===== src/rtl/tlr_pkg.sv =====
// ----------------------------------------------------------------------------
// tlr_pkg
// types and constants shared by the text line renderer
// ----------------------------------------------------------------------------
package tlr_pkg;

  localparam int CODE_W = 8;
  localparam int OFFS_W = 32;
  localparam int REP_W  = 7;
  localparam int TAB_W  = 7;
  localparam int CFG_W  = 7;
  localparam int CIDX_W = 2;

  // configuration register indexes
  localparam logic [CIDX_W-1:0] CFG_TAB_STOP  = 2'd0;
  localparam logic [CIDX_W-1:0] CFG_LIST_MODE = 2'd1;
  localparam logic [CIDX_W-1:0] CFG_LIST_SUSP = 2'd2;
  localparam logic [CIDX_W-1:0] CFG_PRINT     = 2'd3;

  localparam logic [TAB_W-1:0] TAB_STOP_RST = 7'd8;

  // character codes
  localparam logic [CODE_W-1:0] CH_TAB   = 8'h09;
  localparam logic [CODE_W-1:0] CH_LF    = 8'h0a;
  localparam logic [CODE_W-1:0] CH_FF    = 8'h0c;
  localparam logic [CODE_W-1:0] CH_SPACE = 8'h20;
  localparam logic [CODE_W-1:0] CH_DOLLAR = 8'h24;
  localparam logic [CODE_W-1:0] CH_CARET = 8'h5e;
  localparam logic [CODE_W-1:0] CH_DEL   = 8'h7f;
  localparam logic [CODE_W-1:0] CTRL_LIM = 8'h20;
  localparam logic [CODE_W-1:0] CTRL_XOR = 8'h40;

  typedef struct packed {
    logic [CODE_W-1:0] char_code;
    logic [OFFS_W-1:0] char_offset;
    logic              buffer_end;
  } in_item_t;

  typedef struct packed {
    logic [CODE_W-1:0] glyph;
    logic [REP_W-1:0]  repeat_res;
    logic [OFFS_W-1:0] glyph_offset;
    logic              line_end;
  } out_item_t;

  typedef enum logic [2:0] {
    ST_IDLE,
    ST_REDUCE,
    ST_EMIT0,
    ST_EMIT1,
    ST_WRAP
  } state_t;

endpackage


===== src/rtl/text_line_renderer.sv =====
// ----------------------------------------------------------------------------
// text_line_renderer
// expands tabs into space runs outside list mode and renders control bytes in caret notation
// ----------------------------------------------------------------------------
//
//  channel   ports                         payload     direction
//  input     in_valid, in_stall, in_data   in_item_t   one text byte per request
//  result    out_valid, out_stall, out_data out_item_t one or two glyph runs per request
//  config    cfg_we, cfg_index, cfg_wdata  -           register writes
//
//  one request passes through accept, phase reduction, one or two glyph
//  steps and a phase wrap; the shared compare-and-subtract unit removes one
//  tab stop from the column phase per pass, in phase reduction up to
//  MAX_TAB_STOP - 1 passes when the tab stop has just been shrunk
//  reset returns the tab stop to 8, clears the modes and the column phase
//  a stalled result holds in the output register; the sequencer waits there
//
module text_line_renderer
  import tlr_pkg::*;
#(
  parameter int MAX_TAB_STOP = 64
) (
  input  logic              clk,
  input  logic              rst_n,
  input  logic              in_valid,
  output logic              in_stall,
  input  in_item_t          in_data,
  output logic              out_valid,
  input  logic              out_stall,
  output out_item_t         out_data,
  input  logic              cfg_we,
  input  logic [CIDX_W-1:0] cfg_index,
  input  logic [CFG_W-1:0]  cfg_wdata
);

  // phase holds up to MAX_TAB_STOP+1 before wrapping, and must hold any tab stop
  localparam int PH_BITS = $clog2(MAX_TAB_STOP + 2);
  localparam int CW      = (PH_BITS > TAB_W) ? PH_BITS : TAB_W;
  localparam logic [CW-1:0] MAX_TS = CW'(MAX_TAB_STOP);

  // configuration
  logic [TAB_W-1:0] tab_stop_r;
  logic             list_mode_r;
  logic             list_susp_r;
  logic             print_mode_r;

  // sequencer state
  state_t    state_r, state_nxt;
  in_item_t  item_r, item_nxt;
  logic [CW-1:0] phase_r, phase_nxt;
  logic [CODE_W-1:0] sec_r, sec_nxt;
  logic      sec_end_r, sec_end_nxt;
  logic      two_r, two_nxt;
  logic      out_valid_r, out_valid_nxt;
  out_item_t out_r, out_nxt;

  logic          listing;
  logic [CW-1:0] tab_ext;
  logic [CW-1:0] ts_eff;
  logic [CW-1:0] phase_sub;
  logic          phase_geq;
  logic          out_free;
  logic          is_ctrl;

  assign listing  = list_mode_r & ~list_susp_r;
  assign tab_ext  = CW'(tab_stop_r);
  assign out_free = ~out_valid_r | ~out_stall;
  assign is_ctrl  = (item_r.char_code < CTRL_LIM) || (item_r.char_code == CH_DEL);

  // effective tab stop: zero acts as one, large values saturate
  always_comb begin
    if (tab_stop_r == '0) begin
      ts_eff = CW'(1);
    end else if (tab_ext > MAX_TS) begin
      ts_eff = MAX_TS;
    end else begin
      ts_eff = tab_ext;
    end
  end

  // the shared unit: one compare and subtract of the tab stop per cycle
  assign phase_geq = (phase_r >= ts_eff);
  assign phase_sub = phase_r - ts_eff;

  assign in_stall  = (state_r != ST_IDLE);
  assign out_valid = out_valid_r;
  assign out_data  = out_r;

  // configuration writes
  always_ff @(posedge clk) begin
    if (!rst_n) begin
      tab_stop_r   <= TAB_STOP_RST;
      list_mode_r  <= 1'b0;
      list_susp_r  <= 1'b0;
      print_mode_r <= 1'b0;
    end else if (cfg_we) begin
      case (cfg_index)
        CFG_TAB_STOP:  tab_stop_r   <= cfg_wdata[TAB_W-1:0];
        CFG_LIST_MODE: list_mode_r  <= cfg_wdata[0];
        CFG_LIST_SUSP: list_susp_r  <= cfg_wdata[0];
        CFG_PRINT:     print_mode_r <= cfg_wdata[0];
        default: ;
      endcase
    end
  end

  // control registers
  always_ff @(posedge clk) begin
    if (!rst_n) begin
      state_r     <= ST_IDLE;
      phase_r     <= '0;
      out_valid_r <= 1'b0;
    end else begin
      state_r     <= state_nxt;
      phase_r     <= phase_nxt;
      out_valid_r <= out_valid_nxt;
    end
  end

  // payload registers
  always_ff @(posedge clk) begin
    item_r    <= item_nxt;
    sec_r     <= sec_nxt;
    sec_end_r <= sec_end_nxt;
    two_r     <= two_nxt;
    out_r     <= out_nxt;
  end

  always_comb begin
    state_nxt     = state_r;
    item_nxt      = item_r;
    phase_nxt     = phase_r;
    sec_nxt       = sec_r;
    sec_end_nxt   = sec_end_r;
    two_nxt       = two_r;
    out_valid_nxt = out_valid_r & out_stall;
    out_nxt       = out_r;

    case (state_r)
      ST_IDLE: begin
        if (in_valid) begin
          item_nxt  = in_data;
          state_nxt = ST_REDUCE;
        end
      end

      // bring the phase below the current tab stop
      ST_REDUCE: begin
        if (phase_geq) begin
          phase_nxt = phase_sub;
        end else begin
          state_nxt = ST_EMIT0;
        end
      end

      // first glyph of the request and the new phase
      ST_EMIT0: begin
        if (out_free) begin
          out_valid_nxt         = 1'b1;
          out_nxt.glyph_offset  = item_r.char_offset;
          out_nxt.repeat_res    = REP_W'(1);
          out_nxt.line_end      = 1'b0;
          two_nxt               = 1'b0;
          sec_end_nxt           = 1'b0;
          sec_nxt               = CH_LF;
          if (item_r.buffer_end) begin
            out_nxt.glyph    = CH_LF;
            out_nxt.line_end = 1'b1;
            phase_nxt        = '0;
          end else if (item_r.char_code == CH_LF) begin
            phase_nxt = '0;
            if (listing) begin
              out_nxt.glyph = CH_DOLLAR;
              two_nxt       = 1'b1;
              sec_end_nxt   = 1'b1;
            end else begin
              out_nxt.glyph    = CH_LF;
              out_nxt.line_end = 1'b1;
            end
          end else if (item_r.char_code == CH_FF && print_mode_r) begin
            out_nxt.glyph    = CH_FF;
            out_nxt.line_end = 1'b1;
            phase_nxt        = '0;
          end else if (item_r.char_code == CH_TAB && !listing) begin
            // space run up to the next tab stop
            out_nxt.glyph      = CH_SPACE;
            out_nxt.repeat_res = REP_W'(ts_eff - phase_r);
            phase_nxt          = '0;
          end else if (is_ctrl) begin
            out_nxt.glyph = CH_CARET;
            sec_nxt       = item_r.char_code ^ CTRL_XOR;
            two_nxt       = 1'b1;
            phase_nxt     = phase_r + CW'(2);
          end else begin
            out_nxt.glyph = item_r.char_code;
            phase_nxt     = phase_r + CW'(1);
          end
          state_nxt = two_nxt ? ST_EMIT1 : ST_WRAP;
        end
      end

      // second glyph: caret letter, or the newline after a list mode '$'
      ST_EMIT1: begin
        if (out_free) begin
          out_valid_nxt      = 1'b1;
          out_nxt.glyph      = sec_r;
          out_nxt.repeat_res = REP_W'(1);
          out_nxt.line_end   = sec_end_r;
          state_nxt          = ST_WRAP;
        end
      end

      // reduce the advanced phase by the tab stop in force now
      ST_WRAP: begin
        if (phase_geq) begin
          phase_nxt = phase_sub;
        end else begin
          state_nxt = ST_IDLE;
        end
      end

      default: begin
        state_nxt = ST_IDLE;
      end
    endcase
  end

endmodule

===== config.mk =====
export PLATFORM = sky130hd
export DESIGN_NAME = text_line_renderer
export DESIGN_NICKNAME = d
export VERILOG_FILES = /design/src/rtl/tlr_pkg.sv /design/src/rtl/text_line_renderer.sv
export SDC_FILE = /design/constraint.sdc
export NUM_CORES = 1
export LEC_CHECK = 0
export BUFFER_PORTS_ARGS = -buffer_cell sky130_fd_sc_hd__buf_2
export CORE_MARGIN = 2
export CORE_UTILIZATION = 49
export DETAILED_ROUTE_END_ITERATION = 7
export GPL_TIMING_DRIVEN = 0
export PLACE_DENSITY = 0.75
export REMOVE_ABC_BUFFERS = 1
export SLEW_MARGIN = 25
export SYNTH_ARGS = -nofsm -noshare
export SYNTH_HDL_FRONTEND = slang
export SYNTH_SLANG_ARGS = --single-unit

===== constraint.sdc =====
create_clock -name clk -period 4.4 [get_ports clk]
set_input_delay 0.22 -clock clk [delete_from_list [all_inputs] [get_ports clk]]
set_output_delay 0.22 -clock clk [all_outputs]
set_load 0.01 [all_outputs]

Word-level counts from Yosys, hierarchy flattened
Cells that the tools add are included.
{"block": "classes", "n_mux": 46, "n_eq_ne": 17, "magnitude_cmp": 3, "n_bitwise": 9, "n_reduce_logical": 23, "addsub": 4}
{"op": "2-to-1 mux 7 bit", "n": 13}
{"op": "2-to-1 mux 48 bit", "n": 1}
{"op": "2-to-1 mux 8 bit", "n": 5}
{"op": "one-hot mux 15 bit (2 select lines)", "n": 1}
{"op": "equality test 8 x 4 -> 1 bit (second input constant)", "n": 3}
{"op": "2-to-1 mux 3 bit", "n": 6}
{"op": "2-to-1 mux 1 bit", "n": 15}
{"op": "2-to-1 mux 15 bit", "n": 1}
{"op": "one-hot mux 3 bit (5 select lines)", "n": 1}
{"op": "one-hot mux 7 bit (2 select lines)", "n": 1}
{"op": "subtractor 7 bit", "n": 2}
{"op": "AND reduction 2 bit", "n": 6}
{"op": "!= test 2 bit (second input constant)", "n": 5}
{"op": "equality test 8 x 7 -> 1 bit (second input constant)", "n": 1}
{"op": "< comparator 8 x 6 -> 1 bit (second input constant)", "n": 1}
{"op": "adder 7 x 1 -> 7 bit (second input constant)", "n": 1}
{"op": "adder 7 x 2 -> 7 bit (second input constant)", "n": 1}
{"op": ">= comparator 7 bit", "n": 1}
{"op": "greater-than comparator 7 bit (second input constant)", "n": 1}
{"op": "zero test 7 bit", "n": 1}
{"op": "equality test 3 x 2 -> 1 bit (second input constant)", "n": 2}
{"op": "2-to-1 mux 6 bit", "n": 1}
{"op": "NOT 1 bit", "n": 6}
{"op": "AND reduction 3 bit", "n": 2}
{"op": "other kinds (18)", "n": 24}
{"block": "word_totals", "in_bits": 55, "reg_bits": 119, "out_inout_bits": 50, "word_cells": 118}

Logic depth before layout (Yosys ltp)
{"block": "depth", "depth_word": 13, "ltp_mapped": 13, "mapped_depth_nobuf": 13}

Worst setup path before layout
Ideal clock, no wire load.
{"block": "synth_path", "path_type": "flip-flop to flip-flop", "from": "register out_valid_r, in the netlist out_valid", "to": "register phase_r[4]", "arrival_ns": 4.039, "required_ns": 4.277, "setup_time_ns": 0.123, "synth_period_minus_slack_ns": 4.162, "n_path_buf": 1, "setup_slack_ns": 0.238, "stages_incl_launch_ff": 7, "path_cell_list": "dfxtp_1 -> and2_2 -> nor3_1 -> a211o_1 -> buf_6 -> a21boi_1 -> o22ai_1"}
{"block": "synth_via", "elab_chain_cells": 4}
{"element": "from (decl)", "line_no": "text_line_renderer.sv:54", "rtl": "logic out_valid_r, out_valid_nxt;"}
{"element": "from (signal assigned)", "line_no": "text_line_renderer.sv:116", "rtl": "out_valid_r <= out_valid_nxt;"}
{"element": "NOT 1 bit", "line_no": "text_line_renderer.sv:67", "rtl": "assign out_free = ~out_valid_r | ~out_stall;"}
{"element": "OR 1 bit", "line_no": "text_line_renderer.sv:67"}
{"element": "!= test 2 bit (no line)"}
{"element": "AND reduction 3 bit (no line)"}
{"element": "to (signal assigned)", "line_no": "text_line_renderer.sv:115", "rtl": "phase_r <= phase_nxt;"}
{"element": "to (decl)", "line_no": "text_line_renderer.sv:50", "rtl": "logic [CW-1:0] phase_r, phase_nxt;"}
No other way between the ends.
A chain may end at the register's enable or synchronous reset.

Worst setup path after layout
{"block": "layout_path", "from": "register tab_stop_r[5], in the netlist tab_ext[5]", "to": "register phase_r[0]"}
{"block": "layout_via", "elab_chain_cells": 6, "word_cells_on_any_way": 10, "classes_between": "1 x add/sub; 2 x order compare; 1 x eq/ne; 4 x mux; 2 x reduce/logical"}
{"element": "from (decl)", "line_no": "text_line_renderer.sv:42", "rtl": "logic [TAB_W-1:0] tab_stop_r;"}
{"element": "from (signal assigned)", "line_no": "text_line_renderer.sv:98", "rtl": "CFG_TAB_STOP: tab_stop_r <= cfg_wdata[TAB_W-1:0];"}
{"element": "greater-than comparator 7 bit", "line_no": "text_line_renderer.sv:74", "rtl": "end else if (tab_ext > MAX_TS) begin"}
{"element": "2-to-1 mux 7 bit", "line_no": "text_line_renderer.sv:74"}
{"element": "2-to-1 mux 7 bit *", "line_no": "text_line_renderer.sv:72", "rtl": "if (tab_stop_r == '0) begin"}
{"element": "subtractor 7 bit / >= comparator 7 bit (equally long branches)", "line_no": "text_line_renderer.sv:83, text_line_renderer.sv:82"}
{"element": "2-to-1 mux 7 bit / != test 2 x 1 -> 1 bit (equally long branches)"}
{"element": "one-hot mux 7 bit (2 select lines) / AND reduction 3 bit (equally long branches)"}
Mark *: on every way between the ends. The rest lies on a longest branch, timed or not. The select of a mux whose other input is x is not followed.

==> results.md <==
* Status: finished, violations left
* Failing checks: hold timing
* Count of final hold-check violations at 1
* VDD IR max at about 0.00036 V
* CTS clk-pin slew, worst paths at about 60 ps
* Met2 GRT Util at 36.8%
* Met1 layer usage reported by global route at around a quarter
* GR peak layer: met2
* CP peak stage delay at ~510 ps
* Area growth syn-to-layout at 33.6%
* Max-slew headroom at 51.3%
* Clock Skew at approximately 11 ps
* Post-Syn Instances at ~400
* Row cnt at 37
* Post-DP HPWL at about 7400 µm
* Proportion of layout cells with a drive suffix above 1 at between 20% and 30%
* Max Root-Sink Buffers at 2
* Final antenna-violating net count at 0
* H-tree levels at 4
* Initial antenna violation count at 0
* Core Region at ~0.010 mm²
* PD cells at 495 mW/mm²
* Fin crit share at 66.1%
* Max Clk Rate at around 0.34 GHz
* Ys Warns at 0
* Mapped Avg Cell Area at 12.9 µm²
* CP Cell Sequence: or4_1 -> nor2_1 -> o21a_1 -> ha_1 -> and2b_1 -> o21ai_0 -> a2111oi_2 -> a211o_1 -> a21boi_2 -> o22ai_1
* Insertion delay to the later sink of the worst-skew pair at around 500 ps
* DR pass1 iterations at 4
* Largest net degree at the start of global routing at 28
* Die H at between 100 and 150 µm
* DRC at 0
* Top_reg_cell synth: edfxtp_1
* Total GRT Usage at between 20% and 30%
* Clk root buf: clkbuf_8
* Final min period at 2910 ps
* WP data required at 4830 ps
* Synth async-reset ratio at 0%
* First-pass GRT wire length at roughly 19000 µm
* Num CTS Buffers at 17
* Slew Viols, Final at 0
* Setup bufs post-CTS at 0
* Cell family with most CP delay: compound AO/OA/AOI/OAI gates
* Worst-margin pin slew at 728 ps
* Setup-failing EPs final at 0
* DIE AREA at around 0.011 mm²
* Count of different cell masters after synthesis at 65
* Initial Util at between 50% and 60%
* Placer Congestion at 0.875
* Initial DRC Count at 210
* Crit Path Class: reg -> reg
* Via-to-Cell Ratio at slightly above 5
* CP max stage cell: or4_1
* #FFs+latches synth at 119
* Detailed-route via count at 3717
* EDFF count, synth at a little under 100
* Most common cell after layout, fill and taps aside: buf_2
* Count of input and output buffers at roughly 100
* Buf+Inv Stages, Crit Path at 0
* Most frequent cells in the layout: buf_2, edfxtp_1, dlygate4sd3_1
* Design Power at around 3.4 mW
* I/O pins at around 110
* Minimum hold slack at -1.70 ps
* Startpoint Class: register
* Met3 usage at 6.20%
* Routed length per instance at about 16 µm
* Final #Nets at 641
* CTS sink count at approximately 120
* Ant diodes at 0
* Vias in the first global route at just under 4k
* Critical Path AT at 3340 ps
* Worst min path class: in -> reg
* Leak pwr at approximately 2.8 nW
* Total Wirelength at roughly 12000 µm
* CTS tree: yes
* RSZ-0062 raised after global routing: false
* Largest fanout on the critical path at 10
* Post-synthesis instance area at ~0.0052 mm²
* Sequential area share after synthesis at 64.6%
* Crit. End Element: register
* Final core occ at 67.4%
* Die X at 107 µm
* Total congestion overflow at 0
* Max-Cap Viols at 0
worst reg2reg max path, cell delays in order, from the launching register on:
cell and delay [ps]:
dfxtp_1 320, or4_1 510, nor2_1 110, o21a_1 180, ha_1 210, and2b_1 220, o21ai_0 380, a2111oi_2 140
a211o_1 450, a21boi_2 220, o22ai_1 110
per-layer routing:
layer	part of all wire (%)	vias to the layer above
met1	40	1770
met5	0	-
met3	5.8	19
met2	52	100
met4	1.7	0
li1	-	1828
flip-flops by register name, summed over array words and instances, names as in the netlist:
name	flops
item_r	41
list_mode_r	1
list_susp_r	1
out_data	48
out_valid	1
phase_r	7
print_mode_r	1
sec_end_r	1
sec_r	8
state_r	3
tab_ext	7
final timing paths:
kind / to / slack, ps / cells after the start / start
setup reg to reg: phase_r[0]$_SDFFE_PN0P_ / 1490 / 10 / tab_ext[5]$_SDFFE_PN0P_
hold reg to reg: out_data[3]$_DFFE_PP_ / 410 / 0 / item_r[3]$_DFFE_PP_
hold / removal: tab_ext[6]$_SDFFE_PN0P_ / -2 / 3 / cfg_wdata[6]
setup / recovery: phase_r[0]$_SDFFE_PN0P_ / 1490 / 10 / tab_ext[5]$_SDFFE_PN0P_
area by class of cell:
type	instances	area [µm²]
multi-input combinational	253	1700
timing repair buffer	155	1040
clock buffer	17	414
fill	747	3370
tap	136	170
inverter	21	78.8
clock inverter	15	194
sequential	119	3360
cell usage after synthesis (3+ instances only):
master	number	area share (%)
o22ai_1	7	0.84
clkbuf_1	3	0.22
nor2b_1	13	1.6
and2_2	3	0.43
o31ai_1	3	0.43
xor2_1	3	0.50
a31oi_1	5	0.60
nor2_1	30	2.2
ha_1	17	4.1
edfxtp_1	98	57
a21oi_1	14	1.3
o21ai_0	15	1.4
xnor2_1	8	1.3
nand3_1	11	1.1
mux2i_1	9	1.7
inv_1	20	1.4
dfxtp_1	21	8.1
and2_1	3	0.36
nand2_1	36	2.6
a21o_1	7	1.0
or3_1	4	0.48
nor3_1	7	0.67
nand2b_1	6	0.72
o41ai_1	3	0.50
o21a_1	4	0.58
buf_6	4	0.87
report_power, final:
group          switching [mW]  leakage, nW  internal (mW)  total (mW)
combinational           0.325         1.38          0.239       0.564
clock                   0.542        0.293          0.877        1.42
sequential             0.0717         1.09           1.39        1.46
total                   0.939         2.76           2.50        3.44
metrics by stage:
stage / hold slack, ps / std cells / setup TNS (ps) / setup slack (ps) / instance area, µm²
final: -1.70 / 716 / 0 / 1490 / 6960
after global routing: 9.12 / 716 / 0 / 1280 / 6960
after CTS: 9.67 / 716 / 0 / 1520 / 6960
after detailed placement: 398 / 638 / 0 / 1550 / 5890
after global placement: 397 / 633 / -37250 / -1150 / 5810
after floorplan: 282 / 393 / 0 / 138 / 5120
what timing repair did:
action                                  in CTS  in global routing
resized for setup                            0                  0
hold buffers                                46                  0
endpoints found under the setup margin       0                  0
hold endpoints to repair                    46                  0
cell families (layout without fill, tap and decap cells):
logic type,after synthesis,count (layout),synth area share [%]
other,1,1,0.0720
muxes,9,9,1.73
adders and majority gates,19,19,4.85
xor gates and xnor gates,11,11,1.85
DFF,119,119,64.6
AOI/OAI and AO/OA,82,82,11.0
and+or+nand+nor,131,131,12.7
buffers and inverters,32,208,3.17
Note: power is estimated with default switching activity, not from simulation.
